### src/rtl/gpib_ah_pkg.sv
// Shared types and constants for the GPIB acceptor handshake core.
package gpib_ah_pkg;

    // Configuration register indexes (byte address = 4 * index)
    localparam int unsigned RegAddrWidth   = 4;
    localparam logic [1:0]  REG_TERMINATOR = 2'd0;
    localparam logic [1:0]  REG_MAX_COUNT  = 2'd1;
    localparam logic [1:0]  REG_TIMEOUT    = 2'd2;

    // Reset values of the configuration registers
    localparam logic [7:0]  TerminatorReset = 8'd0;
    localparam logic [7:0]  MaxCountReset   = 8'd255;
    localparam logic [15:0] TimeoutReset    = 16'd40000;

    // Transfer outcome codes
    typedef enum logic [1:0] {
        ST_OK              = 2'd0,
        ST_VALID_TIMEOUT   = 2'd1,
        ST_FULL            = 2'd2,
        ST_RELEASE_TIMEOUT = 2'd3
    } status_t;

    // Handshake phase, one-hot
    typedef enum logic [2:0] {
        PH_IDLE         = 3'b001,
        PH_WAIT_VALID   = 3'b010,
        PH_WAIT_RELEASE = 3'b100
    } phase_t;

    // Input word operation codes
    localparam logic OP_START = 1'b0;
    localparam logic OP_TICK  = 1'b1;

endpackage

### src/rtl/gpib_acceptor_handshake_core.sv
// GPIB acceptor (listener) three-wire handshake core, top level.
//
// Input channel (s_*): one word per bus sample. operation = start arms a
// new read transfer; operation = tick presents the sampled DAV, EOI and
// data lines (all active low) for one handshake step.
// Result channel (m_*): exactly one word per input word, giving the NRFD
// and NDAC levels to drive, any byte latched on that tick, the running
// byte count, the end-of-transfer flag and the transfer status.
// Configuration: APB-style port; terminator at 0x0, max count at 0x4,
// DAV wait timeout in ticks at 0x8. Write only while the core is idle.
// A result passes through the input register, then the result register.
// Throughput: one word per cycle while the receiver does not stall;
// the handshake state advances in the single logic pass between the two
// registers.
// Reset (aresetn low, synchronous): phase idle, counters and status
// cleared, registers back to their defaults, both channels empty.
// When the receiver stalls, the result register holds; the input register
// still takes a word if it is empty, and s_ready stays low while it is full.
module gpib_acceptor_handshake_core (
    input  logic                                  aclk,
    input  logic                                  aresetn,
    // input channel
    input  logic                                  s_valid,
    output logic                                  s_ready,
    input  logic                                  s_operation,
    input  logic                                  s_dav_line,
    input  logic                                  s_eoi_line,
    input  logic [7:0]                            s_data_lines,
    // result channel
    output logic                                  m_valid,
    input  logic                                  m_ready,
    output logic                                  m_lines_driven,
    output logic                                  m_nrfd_level,
    output logic                                  m_ndac_level,
    output logic                                  m_byte_valid,
    output logic [7:0]                            m_byte_value,
    output logic [7:0]                            m_byte_count,
    output logic                                  m_finished,
    output logic [1:0]                            m_status,
    // configuration port
    input  logic                                  psel,
    input  logic                                  penable,
    input  logic                                  pwrite,
    input  logic [gpib_ah_pkg::RegAddrWidth-1:0]  paddr,
    input  logic [31:0]                           pwdata,
    output logic [31:0]                           prdata,
    output logic                                  pready
);

    // Configuration registers
    logic [7:0]  terminator_reg;
    logic [7:0]  max_count_reg;
    logic [15:0] timeout_reg;
    logic [1:0]  reg_index;
    logic        cfg_write;

    // Input register
    logic        in_valid_reg;
    logic        in_op_reg;
    logic        in_dav_reg;
    logic        in_eoi_reg;
    logic [7:0]  in_data_reg;

    // Handshake state
    gpib_ah_pkg::phase_t  phase_reg, phase_next;
    logic [15:0]          timer_reg, timer_next;
    logic [7:0]           count_reg, count_next;
    gpib_ah_pkg::status_t status_reg, status_next;

    // Result register
    logic        out_valid_reg;
    logic        out_driven_reg, out_nrfd_reg, out_ndac_reg;
    logic        out_bvalid_reg, out_fin_reg;
    logic [7:0]  out_bvalue_reg;

    logic        advance;
    logic        byte_valid_next, fin_next;
    logic [7:0]  byte_value_next;
    logic [7:0]  rx_byte;
    logic [7:0]  count_inc;
    logic [15:0] timer_inc;
    logic        timed_out;
    logic        term_hit;

    assign pready    = 1'b1;
    assign reg_index = paddr[3:2];
    assign cfg_write = psel && penable && pwrite;

    // Register write
    always_ff @(posedge aclk) begin
        if (!aresetn) begin
            terminator_reg <= gpib_ah_pkg::TerminatorReset;
            max_count_reg  <= gpib_ah_pkg::MaxCountReset;
            timeout_reg    <= gpib_ah_pkg::TimeoutReset;
        end else if (cfg_write) begin
            unique case (reg_index)
                gpib_ah_pkg::REG_TERMINATOR: terminator_reg <= pwdata[7:0];
                gpib_ah_pkg::REG_MAX_COUNT:  max_count_reg  <= pwdata[7:0];
                gpib_ah_pkg::REG_TIMEOUT:    timeout_reg    <= pwdata[15:0];
                default: ;
            endcase
        end
    end

    // Register read
    always_comb begin
        unique case (reg_index)
            gpib_ah_pkg::REG_TERMINATOR: prdata = {24'd0, terminator_reg};
            gpib_ah_pkg::REG_MAX_COUNT:  prdata = {24'd0, max_count_reg};
            gpib_ah_pkg::REG_TIMEOUT:    prdata = {16'd0, timeout_reg};
            default:                     prdata = 32'd0;
        endcase
    end

    // Flow control: the logic pass runs when the result register is free
    assign advance = in_valid_reg && (!out_valid_reg || m_ready);
    assign s_ready = !in_valid_reg || advance;

    // Input register
    always_ff @(posedge aclk) begin
        if (!aresetn) begin
            in_valid_reg <= 1'b0;
        end else if (s_ready) begin
            in_valid_reg <= s_valid;
        end
    end

    always_ff @(posedge aclk) begin
        if (s_valid && s_ready) begin
            in_op_reg   <= s_operation;
            in_dav_reg  <= s_dav_line;
            in_eoi_reg  <= s_eoi_line;
            in_data_reg <= s_data_lines;
        end
    end

    // Handshake step
    assign rx_byte   = ~in_data_reg;
    assign count_inc = count_reg + 8'd1;
    assign timer_inc = timer_reg + 16'd1;
    assign timed_out = (timer_inc >= timeout_reg);
    assign term_hit  = (terminator_reg == 8'd0) ? !in_eoi_reg
                                                : (rx_byte == terminator_reg);

    always_comb begin
        phase_next      = phase_reg;
        timer_next      = timer_reg;
        count_next      = count_reg;
        status_next     = status_reg;
        byte_valid_next = 1'b0;
        byte_value_next = 8'd0;
        fin_next        = 1'b0;
        if (in_op_reg == gpib_ah_pkg::OP_START) begin
            phase_next  = gpib_ah_pkg::PH_WAIT_VALID;
            timer_next  = 16'd0;
            count_next  = 8'd0;
            status_next = gpib_ah_pkg::ST_OK;
        end else begin
            unique case (phase_reg)
                gpib_ah_pkg::PH_WAIT_VALID: begin
                    if (!in_dav_reg) begin
                        byte_valid_next = 1'b1;
                        byte_value_next = rx_byte;
                        count_next      = count_inc;
                        timer_next      = 16'd0;
                        if (count_inc == max_count_reg) begin
                            phase_next  = gpib_ah_pkg::PH_IDLE;
                            status_next = gpib_ah_pkg::ST_FULL;
                            fin_next    = 1'b1;
                        end else if (term_hit) begin
                            phase_next  = gpib_ah_pkg::PH_IDLE;
                            status_next = gpib_ah_pkg::ST_OK;
                            fin_next    = 1'b1;
                        end else begin
                            phase_next = gpib_ah_pkg::PH_WAIT_RELEASE;
                        end
                    end else if (timed_out) begin
                        phase_next  = gpib_ah_pkg::PH_IDLE;
                        timer_next  = 16'd0;
                        status_next = gpib_ah_pkg::ST_VALID_TIMEOUT;
                        fin_next    = 1'b1;
                    end else begin
                        timer_next = timer_inc;
                    end
                end
                gpib_ah_pkg::PH_WAIT_RELEASE: begin
                    if (in_dav_reg) begin
                        phase_next = gpib_ah_pkg::PH_WAIT_VALID;
                        timer_next = 16'd0;
                    end else if (timed_out) begin
                        phase_next  = gpib_ah_pkg::PH_IDLE;
                        timer_next  = 16'd0;
                        status_next = gpib_ah_pkg::ST_RELEASE_TIMEOUT;
                        fin_next    = 1'b1;
                    end else begin
                        timer_next = timer_inc;
                    end
                end
                default: begin
                    // ticks while idle change nothing
                    phase_next = gpib_ah_pkg::PH_IDLE;
                end
            endcase
        end
    end

    // State update
    always_ff @(posedge aclk) begin
        if (!aresetn) begin
            phase_reg  <= gpib_ah_pkg::PH_IDLE;
            timer_reg  <= 16'd0;
            count_reg  <= 8'd0;
            status_reg <= gpib_ah_pkg::ST_OK;
        end else if (advance) begin
            phase_reg  <= phase_next;
            timer_reg  <= timer_next;
            count_reg  <= count_next;
            status_reg <= status_next;
        end
    end

    // Result register
    always_ff @(posedge aclk) begin
        if (!aresetn) begin
            out_valid_reg <= 1'b0;
        end else if (advance) begin
            out_valid_reg <= 1'b1;
        end else if (m_ready) begin
            out_valid_reg <= 1'b0;
        end
    end

    always_ff @(posedge aclk) begin
        if (advance) begin
            out_driven_reg <= (phase_next != gpib_ah_pkg::PH_IDLE);
            out_nrfd_reg   <= (phase_next != gpib_ah_pkg::PH_WAIT_RELEASE);
            out_ndac_reg   <= (phase_next != gpib_ah_pkg::PH_WAIT_VALID);
            out_bvalid_reg <= byte_valid_next;
            out_bvalue_reg <= byte_value_next;
            out_fin_reg    <= fin_next;
        end
    end

    // Count and status are the state itself once the word is registered
    assign m_valid        = out_valid_reg;
    assign m_lines_driven = out_driven_reg;
    assign m_nrfd_level   = out_nrfd_reg;
    assign m_ndac_level   = out_ndac_reg;
    assign m_byte_valid   = out_bvalid_reg;
    assign m_byte_value   = out_bvalue_reg;
    assign m_finished     = out_fin_reg;

    logic [7:0] out_count_reg;
    logic [1:0] out_status_reg;
    always_ff @(posedge aclk) begin
        if (advance) begin
            out_count_reg  <= count_next;
            out_status_reg <= status_next;
        end
    end
    assign m_byte_count = out_count_reg;
    assign m_status     = out_status_reg;

    // Checks
    a_phase_onehot: assert property (@(posedge aclk) disable iff (!aresetn)
        $onehot(phase_reg))
        else $error("phase register not one-hot");

    a_idle_timer_clear: assert property (@(posedge aclk) disable iff (!aresetn)
        (phase_reg == gpib_ah_pkg::PH_IDLE) |-> (timer_reg == 16'd0))
        else $error("wait timer running while idle");

    a_status_when_released: assert property (@(posedge aclk) disable iff (!aresetn)
        (m_valid && m_status != gpib_ah_pkg::ST_OK) |-> !m_lines_driven)
        else $error("error status reported during an active transfer");

    a_byte_not_last_drops_nrfd: assert property (@(posedge aclk) disable iff (!aresetn)
        (m_valid && m_byte_valid && !m_finished) |-> (m_lines_driven && !m_nrfd_level))
        else $error("byte latched without holding off the talker");

    a_finish_releases: assert property (@(posedge aclk) disable iff (!aresetn)
        (m_valid && m_finished) |-> (!m_lines_driven && m_nrfd_level && m_ndac_level))
        else $error("lines still driven at end of transfer");

endmodule

### config.mk
export PLATFORM = sky130hd
export DESIGN_NAME = gpib_acceptor_handshake_core
export DESIGN_NICKNAME = d
export VERILOG_FILES = /design/src/rtl/gpib_ah_pkg.sv /design/src/rtl/gpib_acceptor_handshake_core.sv
export SDC_FILE = /design/constraint.sdc
export NUM_CORES = 1
export LEC_CHECK = 0
export ABC_CLOCK_PERIOD_IN_PS = 5800
export BUFFER_PORTS_ARGS = -buffer_cell sky130_fd_sc_hd__buf_2
export CORE_MARGIN = 2
export CORE_UTILIZATION = 25
export DETAILED_ROUTE_END_ITERATION = 12
export GPL_ROUTABILITY_DRIVEN = 0
export HOLD_SLACK_MARGIN = 0.12
export PLACE_DENSITY = 0.41
export RECOVER_POWER = 100
export SLEW_MARGIN = 10
export SYNTH_ARGS = -nofsm -noshare
export SYNTH_HDL_FRONTEND = slang
export SYNTH_SLANG_ARGS = --single-unit
export TNS_END_PERCENT = 50
### constraint.sdc
create_clock -name aclk -period 5.8 [get_ports aclk]
set_input_delay 0.29 -clock aclk [delete_from_list [all_inputs] [get_ports aclk]]
set_output_delay 0.29 -clock aclk [all_outputs]
set_load 0.02 [all_outputs]
==> flow_metrics.env <==
export IMPL_outcome="complete, but fails checks"
export IMPL_violations="max-capacitance violations, max-slew violations"
export IMPL_drt_iter0_drc=319
export IMPL_power_mw=1.42
export IMPL_drive_gt1_frac=0.0952
export IMPL_die_width_um=148
export IMPL_yosys_top_cells_count="nand2_1, dfxtp_1, nor2_1"
export IMPL_fin_worst_skew_ns=0.0102
export IMPL_detail_route_first_pass_iterations=5
export IMPL_placementRows=52
export IMPL_synthAdderAreaFrac=0.0434
export IMPL_first_global_vias=3956
export IMPL_drcViolationCount=0
export IMPL_worst_skew_pair_late_latency_ns=0.36
export IMPL_hpwl_um=10200
export IMPL_grt_pass1_wl_um=21900
export IMPL_crit_type="reg -> reg"
export IMPL_post_route_min_period_ns=4.73
export IMPL_grt_antenna_before_repair=0
export IMPL_worst_pin_slew_ns=1.67
export IMPL_synth_most_common_cell="nand2_1"
export IMPL_synthArstFlopShare=0
export IMPL_synth_cells=568
export IMPL_via_per_inst=4.57
export IMPL_hold_viol=0
export IMPL_clock_sinks=97
export IMPL_cts_resized_gates=0
export IMPL_rsz0062_at_grt="no"
export IMPL_critical_path_cell_chain="and2_0 -> and4_1 -> and3_1 -> nand3_1 -> nor2_1 -> xor2_1 -> ha_1 -> a21oi_1 -> nor2_1 -> a211oi_1 -> o211ai_1 -> nor4_4 -> a21oi_1 -> a311oi_1"
export IMPL_yosysTopAreaCell="dfxtp_1"
export IMPL_reg2reg_setup_slack_ns=1.07
export IMPL_peakVddDrop_mv=0.140
export IMPL_min_path_type="in -> reg"
export IMPL_synth_xor_area_frac=0.0675
export IMPL_synth_edf_count=34
export IMPL_cts_buffers=9
export IMPL_fmax_ghz=0.211
export IMPL_whs_ns=0.146
export IMPL_ys_seq_area_frac=0.440
export IMPL_io_buffers=76
export IMPL_drtAntennaViolNets=0
export IMPL_synth_compound_area_frac=0.135
export IMPL_die_area_sq_um=21900
export IMPL_grt_overflow=0
export IMPL_nFillCells=2234
export IMPL_synthToLayoutAreaGrowth_pct=15.6
export IMPL_power_density_nw_per_um2=236
export IMPL_path_clk_slew_ns=0.07
export IMPL_core_sq_um=20300
export IMPL_tns_ns=0
export IMPL_arrival_ns=4.97
export IMPL_htreeDepth=3
export IMPL_slew_viol_final=87
export IMPL_start_kind="flip-flop"
export IMPL_ys_warn_count=0
export IMPL_root_buffer="clkbuf_16"
export IMPL_drv_cap=2
export IMPL_synth_ff_type="dfxtp_1"
export IMPL_grt_max_degree=48
export IMPL_clockBufferDepth=2
export IMPL_synth_mux_area_frac=0.0427
export IMPL_relSlewSlack=-0.116
export IMPL_initial_utilization=0.256
export IMPL_required_ns=6.04
export IMPL_cts_tree="yes"
export IMPL_period_share=0.816
export IMPL_synth_cell_types=60
export IMPL_fin_nets=708
export IMPL_synthTopCellsByArea="dfxtp_1, edfxtp_1, nand2_1, xnor2_1, ha_1"
export IMPL_critPathMaxStageDelay_ns=1.00
export IMPL_slowest_stage="nor4_4"
export IMPL_syn_area_per_cell_sq_um=9.14
export IMPL_grt_usage=0.129
export IMPL_crit_family="simple AND/OR/NAND/NOR gates"
export IMPL_drt_wl_total_um=13800
export IMPL_yosys_register_bits=97
export IMPL_yosys_area_share_simple=0.202
export IMPL_leakagePower_nw=2.28
export IMPL_vias=4163
export IMPL_synth_top_family_by_area="simple AND/OR/NAND/NOR gates"
export IMPL_cp_end_kind="flip-flop"
export IMPL_ios=112
export IMPL_worstPathMaxFanout=18
export IMPL_die_h_um=148
export IMPL_critPathBufInv=0
export IMPL_n_antenna_cell=0
export IMPL_routedWlPerCell_um=15.2
export IMPL_yosys_area_top_type_share=0.243
export IMPL_setup_viol=0
export IMPL_netlist_area_sq_um=5190
-- power breakdown --
part | internal [mW] | total [mW] | switching (mW)
clock | 0.292 | 0.567 | 0.275
sequential | 0.719 | 0.732 | 0.0131
combinational | 0.0366 | 0.119 | 0.0822
total | 1.05 | 1.42 | 0.370
-- final timing paths --
| check | startpoint | to | cells after the start |
|---|---|---|---|
| worst max-delay path | timer_reg[0] | timer_reg[11] | 14 |
| worst min-delay path | s_valid | in_valid_reg | 3 |
| worst max register to register | timer_reg[0] | timer_reg[11] | 14 |
| worst min register to register | status_reg[0] | status_reg[0] | 2 |
-- kinds of logic after synthesis --
| family | Yosys count |
|---|---|
| buffers and inverters | 68 |
| flip-flops | 97 |
| adder cells (fa/ha/maj) | 18 |
| multiplexers | 22 |
| other | 2 |
| AO/OA/AOI/OAI | 105 |
| AND/OR/NAND/NOR | 216 |
| XOR/XNOR | 40 |
-- repair_timing --
action | CTS | global route
buffers inserted | 0 | 0
hold endpoints to repair | 10 | 0
hold buffers | 10 | 0
-- area by class of cell --
| type | count | area, sq um | share of cell area |
|---|---|---|---|
| Clock buffer | 10 | 229 | 0.0382 |
| Clock inverter | 6 | 41.3 | 0.00688 |
| Inverter | 22 | 82.6 | 0.0138 |
| Multi-Input combinational cell | 418 | 2590 | 0.431 |
| Sequential cell | 97 | 2280 | 0.380 |
| Tap cell | 270 | 338 | 0.0563 |
| Timing Repair Buffer | 88 | 442 | 0.0736 |
-- layer usage --
metal  wire length (um)  GRT usage  up-vias
met5                  0          0        -
met4                278     0.0529        0
met3                526     0.0215       17
met2               6250      0.194      101
met1               6760      0.183     1970
li1                   -          -     2075
-- through the flow --
stage | cells | area (sq um) | setup slack (ns) | utilization
after CTS | 911 | 6080 | 1.22 | 0.300
final | 911 | 6000 | 1.07 | 0.296
after floorplan | 583 | 5250 | 2.35 | -
after global routing | 911 | 6000 | 0.603 | 0.296
after detailed placement | 885 | 5710 | 1.25 | 0.281
after global placement | 885 | 5710 | 1.31 | 0.281
-- cell usage in the layout, fill, tap and decap left out, types with 4 or more instances in the layout --
cell type,count
nor2b_1,7
nor2_1,48
a21oi_1,36
nand2b_1,6
mux2i_1,21
dlygate4sd3_1,10
xnor2_1,27
nor4_1,5
and3_1,4
nand4_1,6
clkbuf_16,9
conb_1,17
buf_2,39
dfxtp_1,63
ha_1,18
clkbuf_1,40
o21ai_0,19
and2_0,15
nand2_1,85
xor2_1,13
nand3_1,19
inv_1,22
edfxtp_1,34
o211ai_1,9
nor3_1,4
a22oi_1,12
a211oi_1,5
-- worst min-delay path, cell delays in order --
cell and delay (ns):
buf_2 0.08, a21oi_1 0.03, nor2_1 0.06
Note: power is estimated with default switching activity, not from simulation.
